===== config.mk =====
export PLATFORM = sky130hd
export DESIGN_NAME = prefixed_varint_decoder_flat
export DESIGN_NICKNAME = d
export VERILOG_FILES = /design/src/rtl/core/pvd_pkg.sv /design/src/rtl/core/pvd_if.sv /design/src/rtl/core/prefixed_varint_decoder.sv /design/src/rtl/core/pvd_step.sv /design/src/flat_wrapper.sv
export SDC_FILE = /design/constraint.sdc
export NUM_CORES = 1
export LEC_CHECK = 0
export ABC_CLOCK_PERIOD_IN_PS = 4000
export BUFFER_PORTS_ARGS = -buffer_cell sky130_fd_sc_hd__buf_2
export CORE_UTILIZATION = 45
export CTS_CLUSTER_SIZE = 12
export DETAILED_ROUTE_END_ITERATION = 10
export GPL_TIMING_DRIVEN = 0
export PLACE_DENSITY = 0.76
export SLEW_MARGIN = 5
export SYNTH_ARGS = -nofsm -noshare
export SYNTH_HDL_FRONTEND = slang
export SYNTH_SLANG_ARGS = --single-unit

===== constraint.sdc =====
create_clock -name clk -period 4 [get_ports clk]
set_input_delay 0 -clock clk [delete_from_list [all_inputs] [get_ports clk]]
set_output_delay 0 -clock clk [all_outputs]
set_load 0.005 [all_outputs]

===== src/rtl/core/pvd_pkg.sv =====
// Shared package of the prefixed varint decoder.
// Holds the size constants, the status codes and the state and result structs.
// No dependencies; every other file of the block uses it.
package pvd_pkg;

  localparam int MAX_PREFIX_BYTES = 8;
  localparam int VALUE_W          = 64;
  localparam int BYTE_W           = 8;
  localparam int LEFT_W           = 4;
  localparam int COUNT_W          = BYTE_W + 1;

  typedef enum logic [1:0] {
    ST_OK        = 2'd0,
    ST_TOO_LONG  = 2'd1,
    ST_TRUNCATED = 2'd2
  } status_t;

  typedef struct packed {
    logic [LEFT_W-1:0]  bytes_left;
    logic [VALUE_W-1:0] acc;
  } state_t;

  typedef struct packed {
    logic               emit;
    status_t            status;
    logic [VALUE_W-1:0] value;
  } result_t;

endpackage


===== src/rtl/core/pvd_if.sv =====
// Handshake interfaces of the prefixed varint decoder: byte input and result output.
// Depends on pvd_pkg for the status type.
interface pvd_in_if;
  logic       valid;
  logic       ready;
  logic [7:0] in_byte;
  logic       buffer_end;

  modport source (output valid, output in_byte, output buffer_end, input ready);
  modport sink (input valid, input in_byte, input buffer_end, output ready);
endinterface

interface pvd_out_if;
  logic              valid;
  logic              ready;
  logic [63:0]       value;
  pvd_pkg::status_t  status;

  modport source (output valid, output value, output status, input ready);
  modport sink (input valid, input value, input status, output ready);
endinterface


===== src/rtl/core/prefixed_varint_decoder.sv =====
// Top level of the length-prefixed 64-bit unsigned varint decoder.
// Depends on pvd_pkg, the interfaces in pvd_if and the step logic in pvd_step.
//
// Usage: the encoded stream enters on in_s, one byte per transaction, with
// buffer_end set on the last byte available in the buffer. A lead byte up to
// 0x7f is a value by itself; a larger lead byte announces 256 minus the byte
// payload bytes, big-endian. Each finished value or error leaves on out_m as
// one transaction carrying value and status (ok, prefix too long, truncated);
// value is zero whenever status reports an error. Payload bytes that do not
// finish a value produce no transaction.
//
// Pipeline: a byte accepted on in_s is held in the input register; the step logic
// then updates the decoder state and fills the result register in the same cycle,
// and the result shows on out_m from there. Throughput is one byte per cycle while
// the receiver takes results without stalling.
//
// Reset (rst_n low, synchronous) empties both registers and returns the
// decoder to waiting for a lead byte. When the receiver stalls, the result
// stays on out_m; the input register still drains one byte into it once the
// result is taken, and in_s.ready drops only while the held byte cannot move.
module prefixed_varint_decoder (
  input  logic              clk,
  input  logic              rst_n,
  pvd_in_if.sink            in_s,
  pvd_out_if.source         out_m
);

  // Input register stage.
  logic                           s1_valid_r, s1_valid_nxt;
  logic [pvd_pkg::BYTE_W-1:0]     s1_byte_r, s1_byte_nxt;
  logic                           s1_last_r, s1_last_nxt;

  // Decoder state.
  pvd_pkg::state_t                state_r, state_nxt;
  pvd_pkg::state_t                step_state;
  pvd_pkg::result_t               step_res;

  // Result register.
  logic                           out_valid_r, out_valid_nxt;
  pvd_pkg::result_t               out_res_r, out_res_nxt;

  logic                           out_free;
  logic                           s1_go;
  logic                           in_accept;

  // The held byte moves on whenever the result register is empty or being read.
  assign out_free  = !out_valid_r || out_m.ready;
  assign s1_go     = s1_valid_r && out_free;
  assign in_s.ready = !s1_valid_r || s1_go;
  assign in_accept = in_s.valid && in_s.ready;

  pvd_step u_step (
    .cur     (state_r),
    .byte_in (s1_byte_r),
    .last    (s1_last_r),
    .nxt     (step_state),
    .res     (step_res)
  );

  always_comb begin
    s1_valid_nxt = s1_valid_r;
    s1_byte_nxt  = s1_byte_r;
    s1_last_nxt  = s1_last_r;
    if (in_accept) begin
      s1_valid_nxt = 1'b1;
      s1_byte_nxt  = in_s.in_byte;
      s1_last_nxt  = in_s.buffer_end;
    end else if (s1_go) begin
      s1_valid_nxt = 1'b0;
    end
  end

  always_comb begin
    state_nxt     = state_r;
    out_valid_nxt = out_valid_r;
    out_res_nxt   = out_res_r;
    if (s1_go) begin
      state_nxt     = step_state;
      out_valid_nxt = step_res.emit;
      out_res_nxt   = step_res;
    end else if (out_m.ready) begin
      out_valid_nxt = 1'b0;
    end
  end

  always_ff @(posedge clk) begin
    if (!rst_n) begin
      s1_valid_r  <= 1'b0;
      out_valid_r <= 1'b0;
      state_r     <= '0;
    end else begin
      s1_valid_r  <= s1_valid_nxt;
      out_valid_r <= out_valid_nxt;
      state_r     <= state_nxt;
    end
  end

  always_ff @(posedge clk) begin
    s1_byte_r <= s1_byte_nxt;
    s1_last_r <= s1_last_nxt;
    out_res_r <= out_res_nxt;
  end

  assign out_m.valid  = out_valid_r;
  assign out_m.value  = out_res_r.value;
  assign out_m.status = out_res_r.status;

endmodule


===== src/rtl/core/pvd_step.sv =====
// Combinational decode step: one byte against the current decoder state.
// Depends on pvd_pkg for constants, the state struct and the result struct.
module pvd_step (
  input  pvd_pkg::state_t                    cur,
  input  logic [pvd_pkg::BYTE_W-1:0]         byte_in,
  input  logic                               last,
  output pvd_pkg::state_t                    nxt,
  output pvd_pkg::result_t                   res
);

  logic [pvd_pkg::COUNT_W-1:0] count;
  logic [pvd_pkg::VALUE_W-1:0] acc_sh;
  logic [pvd_pkg::LEFT_W-1:0]  left_dec;

  // A lead byte above 0x7f announces 256 minus the byte payload bytes.
  assign count    = pvd_pkg::COUNT_W'(1 << pvd_pkg::BYTE_W)
                    - {1'b0, byte_in};
  assign acc_sh   = {cur.acc[pvd_pkg::VALUE_W-pvd_pkg::BYTE_W-1:0], byte_in};
  assign left_dec = cur.bytes_left - pvd_pkg::LEFT_W'(1);

  always_comb begin
    nxt        = cur;
    res.emit   = 1'b0;
    res.status = pvd_pkg::ST_OK;
    res.value  = '0;
    if (cur.bytes_left == '0) begin
      if (!byte_in[pvd_pkg::BYTE_W-1]) begin
        res.emit  = 1'b1;
        res.value = pvd_pkg::VALUE_W'(byte_in);
      end else if (count > pvd_pkg::COUNT_W'(pvd_pkg::MAX_PREFIX_BYTES)) begin
        res.emit   = 1'b1;
        res.status = pvd_pkg::ST_TOO_LONG;
      end else if (last) begin
        res.emit   = 1'b1;
        res.status = pvd_pkg::ST_TRUNCATED;
      end else begin
        nxt.bytes_left = count[pvd_pkg::LEFT_W-1:0];
        nxt.acc        = '0;
      end
    end else begin
      if (left_dec == '0) begin
        res.emit       = 1'b1;
        res.value      = acc_sh;
        nxt.bytes_left = '0;
        nxt.acc        = '0;
      end else if (last) begin
        res.emit       = 1'b1;
        res.status     = pvd_pkg::ST_TRUNCATED;
        nxt.bytes_left = '0;
        nxt.acc        = '0;
      end else begin
        nxt.bytes_left = left_dec;
        nxt.acc        = acc_sh;
      end
    end
  end

endmodule


===== src/flat_wrapper.sv =====
// flat-port wrapper written by rule: the top's interface ports become plain ports
module prefixed_varint_decoder_flat 
  (clk, rst_n, in_s_valid, in_s_in_byte, in_s_buffer_end, in_s_ready, out_m_valid, out_m_value, out_m_status, out_m_ready);
  pvd_in_if in_s_i ();
  pvd_out_if out_m_i ();
  input  logic clk;
  input  logic rst_n;
  input wire logic [$bits(in_s_i.valid)-1:0] in_s_valid;
  input wire logic [$bits(in_s_i.in_byte)-1:0] in_s_in_byte;
  input wire logic [$bits(in_s_i.buffer_end)-1:0] in_s_buffer_end;
  output wire logic [$bits(in_s_i.ready)-1:0] in_s_ready;
  output wire logic [$bits(out_m_i.valid)-1:0] out_m_valid;
  output wire logic [$bits(out_m_i.value)-1:0] out_m_value;
  output wire logic [$bits(out_m_i.status)-1:0] out_m_status;
  input wire logic [$bits(out_m_i.ready)-1:0] out_m_ready;
  assign in_s_i.valid = in_s_valid;
  assign in_s_i.in_byte = in_s_in_byte;
  assign in_s_i.buffer_end = in_s_buffer_end;
  assign in_s_ready = in_s_i.ready;
  assign out_m_valid = out_m_i.valid;
  assign out_m_value = out_m_i.value;
  assign out_m_status = out_m_i.status;
  assign out_m_i.ready = out_m_ready;
  prefixed_varint_decoder u_core (.clk(clk), .rst_n(rst_n), .in_s(in_s_i), .out_m(out_m_i));
endmodule

# After elaboration in Yosys (flattened, before gate mapping)
# Cells that the tools add are included.
# classes
muxes	19
order_cmp	1
add_sub_neg	2
reduce_logical	11
eq_ne	3
# ops
op	count
68-bit two-way mux	6
67-bit two-way mux	1
64-bit two-way mux	1
9-bit by 4-bit greater-than comparator with 1-bit output (second input constant)	1
9-bit by 8-bit subtractor with 9-bit output (first input constant)	1
4-bit logical NOT	2
7-bit two-way mux	1
1-bit two-way mux	6
3-bit two-way mux	2
2-bit two-way mux	2
2-bit inequality test (second input constant)	2
4-bit AND reduction	1
2-bit nonzero test	2
4-bit by 1-bit subtractor with 4-bit output (second input constant)	1
1-bit logical AND	2
1-bit logical NOT	2
1-bit logical OR	2
2-bit by 1-bit inequality test with 1-bit output (second input constant)	1
# totals
elab_cells	44
in_bits	13
reg_bits	137

# Depth between registers and ports, before layout
# depth
ltp_word	6
mapped_depth	9

# Hierarchy
# Synthesis repeated with hierarchy kept, for this count alone.
# unflattened
hier_cells	589
area_unflattened_um2	6573.8
# by_module_without_submodules
module	instances	cells_per_inst	area_per_inst_um2
prefixed_varint_decoder	1	380	5031.1
pvd_step	1	209	1542.7

# Least setup slack after synthesis
# Ideal clock, no wire load.
# synth_timing
kind	register to register
from	register u_core.out_valid_r, in the netlist u_core.out_m.valid
to	register u_core.state_r[16] (netlist name)
setup_ps	72
setup_slack_ps	907
stages_incl_launch_ff	8
path_buffers	2
synth_period_minus_slack_ps	3093
t_arrival_ps	3022
path_cell_list	dfxtp_1 nand2b_1 and2_1 nand2_1 o41ai_4 buf_6 buf_12 mux2i_1
# synth_via
elab_chain_len	4
# synth_lines
element	line	rtl
start: declaration	prefixed_varint_decoder.sv:39	logic out_valid_r, out_valid_nxt;
start signal: assignment	prefixed_varint_decoder.sv:93	out_valid_r <= out_valid_nxt;
1-bit logical NOT	prefixed_varint_decoder.sv:47	assign out_free = !out_valid_r || out_m.ready;
1-bit logical OR	prefixed_varint_decoder.sv:47	
1-bit logical AND	prefixed_varint_decoder.sv:48	assign s1_go = s1_valid_r && out_free;
named net u_core.s1_go	prefixed_varint_decoder.sv:43	logic s1_go;
4-bit AND reduction (no source line)	--	
end signal: assignment	prefixed_varint_decoder.sv:94	state_r <= state_nxt;
end: declaration	prefixed_varint_decoder.sv:34	pvd_pkg::state_t state_r, state_nxt;
# The timed path passes the listed nets, and every way through them passes these cells.
# A chain may end at the register's enable or synchronous reset.

# Worst setup path after layout
# layout_timing
from	register u_core.state_r[64] (netlist name)
to	register u_core.state_r[27] (netlist name)
# layout_via
elab_chain_len	4
elab_cells_between_ends	9
cone_classes	1 x add/sub; 3 x eq/ne; 2 x mux; 3 x reduce/logical
# layout_lines
element	line	rtl
4-bit by 1-bit subtractor with 4-bit output	pvd_step.sv:19	assign left_dec = cur.bytes_left - pvd_pkg::LEFT_W'(1);
4-bit logical NOT	pvd_step.sv:41	if (left_dec == '0) begin
68-bit two-way mux	pvd_step.sv:41	
68-bit two-way mux	pvd_step.sv:26	if (cur.bytes_left == '0) begin
# Parallel ways exist; a longest one is shown, timed or not.

==> summary by stage <==
Outcome
The run finished with clean final reports.

Power and ir drop
Overall power consumption after layout is estimated at 0.00321 W. The static leakage is between 2 and 3 nW. In this run the power density over the cells is 462 nW/um^2. The worst-case IR drop observed on VDD is 296 uV.

Worst setup path
The worst setup path is of the flop to flop kind. STA classifies the critical path endpoint as a flop. The nature of the critical path startpoint is a flop. The most critical setup path has its startpoint at u_core.state_r[64].

The required time of the worst setup path is 4.34 ns. The arrival time at the worst endpoint is about 3 ns. The worst register-to-register path begins at u_core.state_r[64].

The cell with the largest stage delay on the worst path is sky130_fd_sc_hd__dfxtp_1. The largest single stage delay on the critical path is 0.46 ns. In this run the worst path has a maximum fanout of 10. The critical path goes through inv_1, ha_1, nor2b_1, a31o_2, nor4b_1, buf_2, clkbuf_1, nand2_1, mux2i_1.

Clock tree
The maximum clock path buffer count is 2. The clock drives 137 sinks. The number of clock buffers added by TritonCTS is 17. The clock transition at the registers of the reported paths is 0.06 ns. The H-tree level count is 4. The buffer type at the clock tree root is sky130_fd_sc_hd__clkbuf_16. The insertion delay of the later-clocked pin in the worst-skew pair is 0.42 ns. TritonCTS built the clock tree. The number of buffers inserted by post-CTS setup repair is 0.

Final layout
The cell area after layout is 6940 sq um. The number of cells in the finished layout apart from fillers is 775. The total inserted antenna cells is 0.

Leaving out fill and tap cells, the most frequent cells in the layout are sky130_fd_sc_hd__nand2_1, sky130_fd_sc_hd__buf_2, sky130_fd_sc_hd__edfxtp_1. The final net count is 612. The layout has 1029 filler cells. Relative to the synthesized area, the layout overhead comes to 23.5%. Of the cells placed in the final design, the portion with a size suffix greater than 1 is 0.198.

The most frequent standard cell in the layout excluding fill and tap cells is sky130_fd_sc_hd__nand2_1.

Timing
The tightest slew margin relative to the limit is 0.399. Setup repair after global routing left no endpoint under its margin. The minimum period implied by the final worst setup slack is 2.64 ns. The actual transition at the worst max-transition pin is around 0.9 ns. Static timing analysis puts the maximum clock frequency at 379 MHz.

The final sum of negative setup slack is 0 ns. On the final layout, the worst clock skew is 0.00932 ns. The final number of max-transition violations is 0. Setup violations remaining at the end of the flow were counted as 0. The portion of the clock cycle consumed by the worst path in the final layout is 0.659. The final hold violation count is 0.

Synth
The synthesized netlist occupies a cell area of about 5600 sq um. The net count after synthesis is between 500 and 600. By area the synthesized netlist is led by sky130_fd_sc_hd__edfxtp_1, sky130_fd_sc_hd__dfxtp_1, sky130_fd_sc_hd__mux2i_1.

For this run, the register share of the synthesized area comes to 0.621. The synthesized design contains about 140 register bits. In this run, synthesis inferred 75 flip-flops with an integrated enable. The count of distinct cell types in the synthesized netlist is 42. The main flop type after synthesis is sky130_fd_sc_hd__edfxtp_1. After synthesis, the share of flip-flops with an asynchronous set or reset is 0. A synthesized cell averages ~12 sq um. The area fraction of the dominant cell type after synthesis is 0.401. In the synthesized netlist, the number of instances is 483. The synthesized design spends more area on one cell type than any other, namely sky130_fd_sc_hd__edfxtp_1.

During synthesis, Yosys emitted a total of 0 warnings.

Route
Summed over all layers, the routed wires come to 11400 um. In the routed design, unresolved DRC markers number 0. The detailed-route via count is 3923. In this run the remaining antenna-violating nets after routing total 0. The mean number of vias per cell is between 5 and 6. The first-pass iteration count of the detailed router is 5. The wire length per cell after detailed routing is ~15 um. The iteration-0 DRC count of the detailed router is around 250.

Placed design
The number of instances in the placed design is between 700 and 800. The area of placed instances is 6230 sq um. Once detailed placement completed, the half-perimeter wirelength came to 7620 um. At the end of routability-driven placement, the weighted congestion stood at approximately 0.8. The total of buffers placed on input and output ports is 80.

Global routing
The aggregate global routing overflow is 0. In the global route stage, overall resource usage came out at 0.185. The initial antenna violation count is 0. The pin count of the biggest net entering global routing is 69. The first global-routing pass estimated 18200 um of wire. The via count of the first global-routing pass was 3747.

Min path
The startpoint identified for the worst hold timing path is rst_n. The worst hold-check path type is primary input to flop.

Run
The count of maximum capacitance violations is 0.

Die
The standard cell core area is 12100 sq um. The floorplan step defined a die boundary enclosing between 10000 and 15000 sq um. The number of placement rows is 40. The number of I/O pins is 81. The initial utilization of the core area, before any placement, comes to 0.464.

In this run the horizontal extent of the chip is 114 um. From bottom edge to top edge, the die measures 114 um.
## critical path: cells and delay by family, from the launching register on
kind                     cells  cell delay (ns)
buffers and inverters        3             0.77
flip-flops                   1             0.46
AND/OR/NAND/NOR              3             0.63
AO/OA/AOI/OAI                1             0.28
adder cells (fa/ha/maj)      1             0.25
multiplexers                 1             0.16
## cell usage after synthesis (2+ instances only)
library cell,count
sky130_fd_sc_hd__a21oi_1,3
sky130_fd_sc_hd__xor2_1,2
sky130_fd_sc_hd__edfxtp_1,75
sky130_fd_sc_hd__nand2_1,124
sky130_fd_sc_hd__inv_1,6
sky130_fd_sc_hd__nand3_1,2
sky130_fd_sc_hd__and3_1,57
sky130_fd_sc_hd__nor2b_1,9
sky130_fd_sc_hd__and2_1,4
sky130_fd_sc_hd__dfxtp_1,62
sky130_fd_sc_hd__o21ai_0,5
sky130_fd_sc_hd__nor2_1,9
sky130_fd_sc_hd__or3_1,2
sky130_fd_sc_hd__nor4_1,2
sky130_fd_sc_hd__buf_12,4
sky130_fd_sc_hd__ha_1,5
sky130_fd_sc_hd__nor3_1,3
sky130_fd_sc_hd__o211ai_1,2
sky130_fd_sc_hd__mux2i_1,60
sky130_fd_sc_hd__clkbuf_1,25
## area by class of cell
| type | count | area (sq um) | area share |
|---|---|---|---|
| multi-input combinational | 308 | 1910 | 0.275 |
| timing repair buffer | 92 | 520 | 0.0750 |
| clock buffer | 19 | 433 | 0.0624 |
| tap | 168 | 210 | 0.0303 |
| inverter | 6 | 22.5 | 0.00324 |
| clock inverter | 13 | 154 | 0.0222 |
| sequential | 137 | 3490 | 0.503 |
| buffer | 32 | 198 | 0.0285 |
## power by group
part           switching, W  internal (W)
registers         0.0000154       0.00152
clock network      0.000572      0.000973
logic             0.0000736     0.0000518
## final timing paths
kind                        endpoint  slack [ns]  cells past startpoint
setup / recovery  u_core.state_r[27]        1.36                      9
hold / removal    u_core.state_r[11]        0.17                      4
setup reg to reg  u_core.state_r[27]        1.36                      9
hold reg to reg   u_core.state_r[49]        0.45                      2
## metrics by stage
stage,utilization,hold WS [ns],setup slack [ns]
2_1_floorplan,-,0.0989,0.907
3_3_place_gp,0.515,0.177,0.202
3_5_place_dp,0.515,0.178,1.40
4_1_cts,0.573,0.143,1.36
5_1_grt,0.573,0.192,1.13
6_report,0.573,0.169,1.36
## metal layers
metal,vias up,track usage,share of wire
li1,1921,-,-
met1,1868,0.230,0.45
met2,115,0.302,0.48
met3,19,0.0484,0.053
met4,0,0.0874,0.020
met5,-,0,0
## timing repair
action                                  CTS  global route
resized for setup                         0             0
hold buffers                             12             0
hold endpoints to repair                 11             0
endpoints found under the setup margin    0             0
## cell families after synthesis
logic type / synth area share
adder cells (fa/ha/maj): 0.0111
multiplexers: 0.109
buffers and inverters: 0.0392
XOR/XNOR: 0.00312
flip-flops: 0.621
AO/OA/AOI/OAI: 0.0349
AND/OR/NAND/NOR: 0.181
## sequential cells by signal, summed over array words and instances (netlist names)
| register | cells |
|---|---|
| u_core.s1_byte_r | 8 |
| u_core.out_m.status | 2 |
| u_core.out_m.valid | 1 |
| u_core.s1_last_r | 1 |
| u_core.state_r | 60 |
| u_core.s1_valid_r | 1 |
| u_core.out_m.value | 64 |
Note: power is estimated with default switching activity, not from simulation.
